<file path="src/design/rans_static_encoder_assert.svh">
// ---------------------------------------------------------------------------
// rANS encoder assertion macros
// Concurrent property wrappers clocked on clk, disabled while arst_n is low.
// ---------------------------------------------------------------------------
`ifndef RANS_STATIC_ENCODER_ASSERT_SVH
`define RANS_STATIC_ENCODER_ASSERT_SVH

// same-cycle implication
`define RSE_ASSERT_IMP(lbl, ante, cons) \
	lbl: assert property (@(posedge clk) disable iff (!arst_n) (ante) |-> (cons)) \
		else $error("rse assertion failed");

// next-cycle implication
`define RSE_ASSERT_NXT(lbl, ante, cons) \
	lbl: assert property (@(posedge clk) disable iff (!arst_n) (ante) |=> (cons)) \
		else $error("rse assertion failed");

`endif

</file>
<file path="src/design/rse_pkg.sv">
// ---------------------------------------------------------------------------
// rse_pkg
// Constants, state encoding and controller/datapath signal groups.
// ---------------------------------------------------------------------------
package rse_pkg;

	localparam int PROB_BITS      = 16;
	localparam int LOW_BOUND_BITS = 23;
	localparam int TABLE_DEPTH    = 256;

	localparam int VALUE_BITS = LOW_BOUND_BITS + 8;
	// quotient width after renormalization: x < f << QUOT_BITS
	localparam int QUOT_BITS  = LOW_BOUND_BITS - PROB_BITS + 8;
	localparam int TBL_AW     = $clog2(TABLE_DEPTH);
	localparam int SYMCNT_W   = 9;
	localparam int SYM_W      = 8;
	localparam int BYTE_W     = 8;
	localparam int DIV_CW     = $clog2(QUOT_BITS + 1);
	localparam int RENORM_MAX = 2;
	localparam int FLUSH_BYTES = 4;

	localparam logic [VALUE_BITS-1:0] VALUE_RESET = VALUE_BITS'(1) << LOW_BOUND_BITS;
	localparam logic [SYMCNT_W-1:0]   SYMCNT_RESET = SYMCNT_W'(256);
	localparam logic [BYTE_W-1:0]     BYTE_MASK = 8'hFF;

	typedef enum logic [2:0] {
		ST_IDLE,
		ST_LOOKUP,
		ST_ERR,
		ST_RENORM,
		ST_DIV,
		ST_UPDATE,
		ST_FLUSH
	} rse_state_t;

	typedef struct packed {
		logic tbl_write;
		logic load_item;
		logic value_reset;
		logic failed_set;
		logic failed_clr;
		logic emit_err;
		logic emit_renorm;
		logic div_init;
		logic div_step;
		logic update;
		logic emit_flush;
	} rse_cmd_t;

	typedef struct packed {
		logic failed;
		logic bad;
		logic renorm_need;
		logic slot_free;
		logic div_last;
		logic flush_last;
		logic item_final;
	} rse_status_t;

endpackage

</file>
<file path="src/design/rse_ctrl.sv">
// ---------------------------------------------------------------------------
// rse_ctrl
// Sequencer: lookup, error, renormalize, divide, update and flush steps.
// ---------------------------------------------------------------------------
module rse_ctrl (
	input  logic                 clk,
	input  logic                 arst_n,
	input  logic                 in_valid,
	input  logic                 in_action,
	input  logic                 in_final,
	output logic                 in_ready,
	input  rse_pkg::rse_status_t status,
	output rse_pkg::rse_cmd_t    cmd
);

	rse_pkg::rse_state_t state_q;
	rse_pkg::rse_state_t state_d;

	always_ff @(posedge clk or negedge arst_n) begin
		if (!arst_n) begin
			state_q <= rse_pkg::ST_IDLE;
		end else begin
			state_q <= state_d;
		end
	end

	always_comb begin
		state_d  = state_q;
		cmd      = '0;
		in_ready = 1'b0;
		case (state_q)
			rse_pkg::ST_IDLE: begin
				in_ready = 1'b1;
				if (in_valid) begin
					if (!in_action) begin
						cmd.tbl_write = 1'b1;
					end else begin
						cmd.load_item = 1'b1;
						if (status.failed) begin
							// drop until the final symbol, then restart
							if (in_final) begin
								cmd.value_reset = 1'b1;
								cmd.failed_clr  = 1'b1;
							end
						end else begin
							state_d = rse_pkg::ST_LOOKUP;
						end
					end
				end
			end
			rse_pkg::ST_LOOKUP: begin
				state_d = status.bad ? rse_pkg::ST_ERR : rse_pkg::ST_RENORM;
			end
			rse_pkg::ST_ERR: begin
				if (status.slot_free) begin
					cmd.emit_err = 1'b1;
					if (status.item_final) begin
						cmd.value_reset = 1'b1;
					end else begin
						cmd.failed_set = 1'b1;
					end
					state_d = rse_pkg::ST_IDLE;
				end
			end
			rse_pkg::ST_RENORM: begin
				if (status.renorm_need) begin
					cmd.emit_renorm = status.slot_free;
				end else begin
					cmd.div_init = 1'b1;
					state_d      = rse_pkg::ST_DIV;
				end
			end
			rse_pkg::ST_DIV: begin
				cmd.div_step = 1'b1;
				if (status.div_last) begin
					state_d = rse_pkg::ST_UPDATE;
				end
			end
			rse_pkg::ST_UPDATE: begin
				cmd.update = 1'b1;
				state_d = status.item_final ? rse_pkg::ST_FLUSH : rse_pkg::ST_IDLE;
			end
			rse_pkg::ST_FLUSH: begin
				if (status.slot_free) begin
					cmd.emit_flush = 1'b1;
					if (status.flush_last) begin
						cmd.value_reset = 1'b1;
						state_d         = rse_pkg::ST_IDLE;
					end
				end
			end
			default: begin
				state_d = rse_pkg::ST_IDLE;
			end
		endcase
	end

endmodule

</file>
<file path="config.mk">
export PLATFORM = sky130hd
export DESIGN_NAME = rse_ctrl
export DESIGN_NICKNAME = d
export VERILOG_FILES = /design/src/design/rans_static_encoder_assert.svh /design/src/design/rse_pkg.sv /design/src/design/rse_ctrl.sv
export SDC_FILE = /design/constraint.sdc
export NUM_CORES = 1
export LEC_CHECK = 0
export ABC_AREA = 1
export BUFFER_PORTS_ARGS = -buffer_cell sky130_fd_sc_hd__buf_2
export CAP_MARGIN = 20
export CORE_AREA = 2 2 39 41
export CTS_BUF_LIST = sky130_fd_sc_hd__clkbuf_2
export CTS_CLUSTER_DIAMETER = 80
export DETAILED_ROUTE_END_ITERATION = 7
export DIE_AREA = 0 0 41 43
export PLACE_DENSITY = 0.54
export SYNTH_ARGS = -nofsm -noshare
export SYNTH_HDL_FRONTEND = slang
export SYNTH_SLANG_ARGS = --single-unit
</file>
<file path="constraint.sdc">
create_clock -name clk -period 1.99 [get_ports clk]
set_input_delay 0.199 -clock clk [delete_from_list [all_inputs] [get_ports clk]]
set_output_delay 0.199 -clock clk [all_outputs]
set_load 0.1 [all_outputs]
</file>
Yosys cells after proc, flatten, opt, wreduce, memory -nomap -nowiden
Cells that the tools add are included.
{ "classes": {"muxes": 36, "reduce_logical": 2, "n_eq_ne": 14} }
{ "ops": {"columns": ["operator", "n"], "rows": [
  ["3-bit two-way mux", 10],
  ["3-bit one-hot mux with 7 select lines", 1],
  ["1-bit two-way mux", 20],
  ["2-bit != test (second input constant)", 8],
  ["3-bit == test (second input constant)", 3],
  ["2-bit two-way mux", 4],
  ["8-bit AND reduction", 1],
  ["3-bit by 2-bit == test with 1-bit output (second input constant)", 2],
  ["3-bit by 1-bit == test with 1-bit output (second input constant)", 1],
  ["3-bit zero test", 1],
  ["1-bit one-hot mux with 3 select lines", 1]
]} }
{ "word_totals": {"word_cells": 53, "register_bits": 3} }

Logic depth before layout (Yosys ltp)
Gate-level depths: netlist of run 1.
{ "logic_depth": {"depth_word": 5, "depth_mapped": 9, "ltp_nobuf": 9} }

Least setup slack after synthesis of run 1
No wires, ideal clock.
{ "synth_timing": {"path_kind": "register to output", "start": "register state_q[1]", "end": "output port cmd[6] (netlist bit)", "path_slack_ns": -1.051, "arrival_time_ns": 2.842, "n_path_buf": 1, "path_stages_with_launch": 7, "cell_sequence": "dfrtp_1 > buf_6 > nor2_2 > nand2_2 > nor2_1 > nand3_2 > inv_1"} }
{ "synth_lines": {"columns": ["item", "line_no", "rtl"], "rows": [
  ["from (decl)", "rse_ctrl.sv:16", "rse_pkg::rse_state_t state_q;"],
  ["from (signal assigned)", "rse_ctrl.sv:21", "state_q <= rse_pkg::ST_IDLE;"],
  ["from (signal assigned)", "rse_ctrl.sv:23", "state_q <= state_d;"],
  ["to (decl)", "rse_ctrl.sv:13", "output rse_pkg::rse_cmd_t cmd"]
]} }

==> results.md, run 1 <==
- Status: finished clean
- CTS tree: yes
- Reg-to-Reg Start: state_q[1]
- R2R cell count: 7
- Area contributors post-synth: dfrtp_1 (21%), nand2_1 (16%), nor2_1 (11%), nand3_2 (8.3%), inv_1 (7.3%)
- Drt drc: 0
- Clk_skew: ~0.012 ns
- Placeable Area: about 1400 um2
- Die height: around 43 um
- Final Hold Fails: 0
- Mapped Cells: 60
- Final WS setup: approximately 0.15 ns
- Mapped Area: 362 um2
- CTS root buf: clkbuf_2
- Detail Placement HPWL: 761 um
- Gr usage total: roughly 13%
- Area delta synth->final: 69.2%
- Worst slew margin relative to its limit: between 60% and 70%
- P_leak: approximately 0.00034 uW
- Largest area contributor in the netlist: dfrtp_1
- Die W: 41 um
- Syn Nets: 72
- Initial core utilization: a little over a quarter
- Arrival time worst endpoint: 1.64 ns
- RSZ-0062 raised after global routing: no
- Initial antenna violation count: 0
- Synth cell types: 17
- Multi-input gate area: 283 um2
- Yosys warning total: 0
- Clk pin slew, worst setup/hold paths: 0.06 ns
- Synth top area share: 20.8%
- Share of cells above drive strength 1: 55.7%
- First-pass GRT wire length: 1570 um
- Fin. max-slew vios: 0
- Io pins: 24
- Vias in the first global route: 414
- Setup Crit Path Kind: flip-flop to output pin
- Final setup fails: 0
- Htree depth: 1
- Clock sink count: 3
- Drt pass-1 iters: 4
- Clk buf depth: 2
- F_max: 0.545 GHz
- Vias: 449
- Routed wire length: 955 um
- FF/Latch Area: 75.1 um2
- CTS Buf Count: 3
- Syn avg cell area: 6.03 um2
- Sequential-to-total area share from yosys stat: 20.8%
- Worst setup SP type: flip-flop
- HP Class: input pin to async pin
- Clock latency on the worst-skew pair: roughly 0.22 ns
- Max reg flops: 3
- Final nets: 101
- DRT iter0 DRCs: 7
- Worst-Margin Slew: 0.487 ns
- GRT overflow: 0
- Worst r2r dst: state_q[2]
- Post-CTS Setup Inserts: 0
- Routability cong.: 0.715
- Pwr dens: 1590 nW/um2
- Place WS: about 0.36 ns
- Antenna cells: 0
- WP data required: roughly 1.8 ns
- Rows: 14
- Max-cap check violation count: 0
- Fin crit share: between 90% and 100%
- Reg2reg setup slack: 0.76 ns
- WL/cell: between 9 and 10 um
- FF+latch count, synth: 3
- Setup crit end kind: output pin
- Filler cells: between 150 and 200
- Min Tclk post-route: approximately 1.8 ns
- Antenna Nets Post-Route: 0
- Number of vias per cell: 4.32
- Port Buf Inserts: 23
- Biggest register: state_q
- Worst vdd ir: 0.000559 V
- Top Registers: state_q: 3 flops
- Total Neg Setup Slack: 0 ns
- Largest net degree at the start of global routing: 9
- End-of-flow core utilization: approximately 44%
- Die footprint: 1760 um2
- Crit-path max FO: 8
## repair_timing
item | CTS | global route
hold buffers | 1 | 0
hold endpoints to repair | 3 | 0
gates resized for setup | 0 | 1
setup endpoints to repair | 0 | 1
## logic make-up after synthesis
family / Yosys count / share of synthesized area (%)
buffers and inverters: 13 / 15.6
AOI/OAI and AO/OA: 2 / 3.46
DFF: 3 / 20.8
and+or+nand+nor: 42 / 60.2
## metrics by stage
stage                     area (um2)  std cells  hold slack [ns]  total power (uW)
after floorplan                  418         60          -0.0966               773
after global placement           579         99         -0.00535               881
after detailed placement         579         99         -0.00376               884
after CTS                        609        104            0.301               975
after global routing             612        104            0.326              1040
final                            612        104            0.312               973
## worst max-delay path by stage
stage,from,to,cells after the start
after detailed placement,state_q[1],cmd[6],6
final,state_q[1],cmd[10],6
after floorplan,state_q[1],cmd[1],2
after CTS,state_q[1],cmd[6],6
after global routing,state_q[1],cmd[10],6
after global placement,state_q[1],cmd[6],6
## worst max-delay path, cell delays in order, from the launching register on
cell	delay (ns)
dfrtp_1	0.47
nor2_2	0.18
nand2_2	0.12
clkinvlp_4	0.09
nand2_1	0.07
nor2_4	0.07
buf_2	0.42
## power breakdown
group	switching (uW)	internal [uW]	leakage [uW]
Combinational	584	169	0.000284
Clock	37.8	53.0	0.0000166
Sequential	41.7	87.1	0.0000384
Total	664	309	0.000339
## placed cells by master, fill, tap and decap left out
master / synthesis / routed
buf_2: 0 / 20
nand2_1: 15 / 15
inv_1: 7 / 6
nor2_1: 11 / 6
nor2_4: 2 / 5
inv_2: 4 / 4
nor2_2: 2 / 4
clkbuf_2: 0 / 4
dfrtp_1: 3 / 3
nor3_1: 3 / 2
nand2_2: 2 / 2
nand3_2: 3 / 2
nor3_4: 0 / 2
nand3_1: 2 / 2
buf_12: 0 / 2
clkinvlp_4: 0 / 1
nand3_4: 0 / 1
nand3b_1: 1 / 1
clkinv_1: 1 / 1
o211ai_1: 1 / 1
o21ai_0: 1 / 1
dlygate4sd3_1: 0 / 1
clkbuf_4: 0 / 1
buf_4: 0 / 1
## synth_stat cells
cell type,count
nand2_1,15
nor3_1,3
inv_1,7
inv_2,4
nor3_2,1
o211ai_1,1
nor2_2,2
nor2_1,11
dfrtp_1,3
nand3b_1,1
clkinv_1,1
nand3_1,2
nand2_2,2
o21ai_0,1
nor2_4,2
nand3_2,3
buf_6,1
## routing by layer
| metal | part of all wire, % | up-vias | global-route usage (%) |
|---|---|---|---|
| met2 | 49 | 15 | 19.7 |
| met3 | 7.2 | 2 | 3.66 |
| li1 | - | 238 | - |
| met4 | 0.84 | 0 | 10.0 |
| met5 | 0 | - | 0 |
| met1 | 43 | 194 | 15.5 |
## layout make-up
type                    instances  share of cell area (%)
repair buffers                 25                    27.0
flip-flops and latches          3                    12.3
multi-input cells              44                    46.2
clock buffers                   4                    3.27
inverters                      12                    7.98
well taps                      16                    3.27
No activity file was read; power rests on OpenSTA's default activity.
==> inputs of run 2 (changes only) <==
--- a/config.mk
+++ b/config.mk
@@ -7,3 +7,3 @@
 export LEC_CHECK = 0
-export ABC_AREA = 1
+export ABC_AREA = 0
 export BUFFER_PORTS_ARGS = -buffer_cell sky130_fd_sc_hd__buf_2
@@ -15,3 +15,3 @@
 export DIE_AREA = 0 0 41 43
-export PLACE_DENSITY = 0.54
+export PLACE_DENSITY = 0.52
 export SYNTH_ARGS = -nofsm -noshare
--- a/constraint.sdc
+++ b/constraint.sdc
@@ -3,2 +3,2 @@
 set_output_delay 0.199 -clock clk [all_outputs]
-set_load 0.1 [all_outputs]
+set_load 0.05 [all_outputs]
==> run 2 against run 1 <==
Effect of this change:
- routed wire length fell by 12%
- critical path type unchanged
- fmax rose by 5.5%
- sequential power rose by 39%
- die area did not move
- clock power fell by 8.6%
- worst setup slack improved by 0.096 ns
- via count fell by 17%
- register-to-register slack got worse by 0.19 ns
- clock skew fell by 0.012 ns
==> results.md, run 2 <==
- Status: finished clean
- Max-cap check violation count: 0
- Final setup fails: 0
- Synth cell types: 21
- Clock sink count: 3
- Biggest register: state_q
- Place WS: 0.456 ns
- Initial core utilization: 24.1%
- FF+latch count, synth: 3
- Initial antenna violation count: 0
- Most common cell in the netlist: nor2_1
- Placeable Area: 1380 um2
- Synth cell count leaders: nor2_1 (6), nand2_1 (5), nor3_1 (4)
- WP buf/inv: 1
- WL/cell: 10.0 um
- Number of synthesized flops with an enable pin: 0
- Die height: 43 um
- Vias in the first global route: 344
- HP Class: input pin to flip-flop
- Port Buf Inserts: 23
- Drt pass-1 iters: 4
- Worst slew margin relative to its limit: 69.1%
- Setup Crit Path Kind: flip-flop to output pin
- Vias: 374
- CP delay by family, top: flip-flops
- Clk buf depth: 2
- Routability cong.: between 0.7 and 0.8
- Post-CTS Hold Buffers: 1
- Share of cells above drive strength 1: 47.1%
- Met3 usage: about 2.1%
- Clk_skew: 0.0000405 ns
- CTS root buf: clkbuf_2
- Crit-path max FO: 13
- Fin. max-slew vios: 0
- Top Registers: state_q: 3 flops
- Global-route met2 utilization: 15.3%
- Final nets: approximately 80
- DRT iter0 DRCs: 5
- Met1 Use GR: 13.6%
- First-pass GRT wire length: 1340 um
- Die W: 41 um
- Sequential-to-total area share from yosys stat: 22.5%
- Yosys warning total: 0
- Number of vias per cell: 4.45
- Worst vdd ir: 0.000490 V
- Area contributors post-synth: dfrtp_1 (22%), buf_6 (10%), nor2_1 (6.7%), nor3_1 (6.0%), nand2_1 (5.6%)
- Max reg flops: 3
- Largest net degree at the start of global routing: 14
- Asr flop ratio synth: 100%
- Synth top area share: 22.5%
- Final Hold Fails: 0
- Io pins: 24
- Antenna Nets Post-Route: 0
- CTS tree: yes
- Arrival time worst endpoint: roughly 1.5 ns
- Worst-Margin Slew: roughly 0.46 ns
- Mapped Area: 334 um2
- WP data required: 1.79 ns
- Setup crit end kind: output pin
- Htree depth: 1
- Grt peak-use layer: met2
- Clock latency on the worst-skew pair: ~0.20 ns
- Cells along the critical path: nor3_4 > nand3_2 > o22ai_2 > buf_2
- Worst setup SP type: flip-flop
- Fin crit share: 87.4%
- F_max: 0.575 GHz
- Pwr dens: roughly 1500 nW/um2
- Multi-input gate area: 225 um2
- Filler cells: 157
- Die footprint: ~1800 um2
- Gr usage total: a little under an eighth
- Total Neg Setup Slack: 0 ns
- Syn Nets: 55
- Drt drc: 0
- Post-CTS Setup Inserts: 0
- Mapped Cells: 43
- Fin Hold WS: 0.311 ns
- Clk pin slew, worst setup/hold paths: 0.04 ns
- Routed wire length: 842 um
- Detail Placement HPWL: approximately 690 um
- CTS Buf Count: 3
- Area delta synth->final: 41.6%
- Worst path slowest cell: dfrtp_1
- GRT overflow: 0
- RSZ-0062 raised after global routing: no
- CTS resizes: 0
- Largest area contributor in the netlist: dfrtp_1
- Antenna cells: 0
- FF/Latch Area: 75.1 um2
- CP peak stage delay: 0.54 ns
- Rows: 14
- Syn avg cell area: between 7 and 8 um2
- Synth Flop Type: dfrtp_1
- Commonest non-fill, non-tap cells in the layout: buf_2 (23), nand2_1 (5), nor2_1 (5)
- Min Tclk post-route: about 1.7 ns
- Final WS setup: 0.250 ns
- Most common cell after layout, fill and taps aside: buf_2
- P_leak: 0.000266 uW
[run 2: cell types whose count changed in the layout (fill, tap and decap cells not counted), moves of 3 or more]
cell | previous run | this run
nor2_4 | 5 | 0
nor2b_1 | 0 | 3
nor2_2 | 4 | 1
buf_2 | 20 | 23
inv_1 | 6 | 2
inv_2 | 4 | 0
nand2_1 | 15 | 5
[run 2: worst register-to-register path: cells and delay by family (launching register included)]
kind                   cells  cell delay, ns
AOI/OAI and AO/OA          2            0.49
buffers and inverters      1            0.18
DFF                        1            0.62
[run 2: power by group]
group          internal [uW]  switching [uW]  leakage, uW
combinational            157             310     0.000211
clock                   53.0            30.0    0.0000166
sequential              88.1            91.3    0.0000389
[run 2: cell type report]
type                       instances  share of cell area, %
multi-input combinational         35                   47.6
timing repair buffer              24                   26.5
sequential                         3                   15.9
clock buffer                       4                   4.23
tap                               16                   4.23
inverter                           2                   1.59
[run 2: worst paths after layout]
kind,cells after the start,endpoint,startpoint,slack [ns]
max in group asynchronous,2,state_q[2],arst_n,1.56
setup / recovery,4,cmd[8],state_q[2],0.25
setup reg to reg,3,state_q[0],state_q[2],0.57
hold / removal,3,state_q[0],status[6],0.31
hold reg to reg,1,state_q[1],state_q[0],0.78
min in group asynchronous,2,state_q[1],arst_n,0.33
[run 2: metrics by stage]
step / std cells / utilization, % / area [um2] / power, uW
after CTS: 84 / 34.2 / 473 / 737
after floorplan: 43 / - / 342 / 601
after global placement: 79 / 32.0 / 443 / 651
after detailed placement: 79 / 32.0 / 443 / 648
after global routing: 84 / 34.2 / 473 / 783
final: 84 / 34.2 / 473 / 729
[run 2: cell families (layout without fill, tap and decap cells)]
family	count (synthesis)	in the layout	share of synthesized area (%)
AND/OR/NAND/NOR	23	23	38.2
buffers and inverters	5	30	12.4
AO/OA/AOI/OAI	11	11	24.0
multiplexers	1	1	3.00
flip-flops	3	3	22.5
[run 2: metal layers]
layer / wire length [um] / part of all wire (%)
met4: 0 / 0
met1: 380 / 45
met5: 0 / 0
met2: 430 / 51
met3: 32 / 3.8
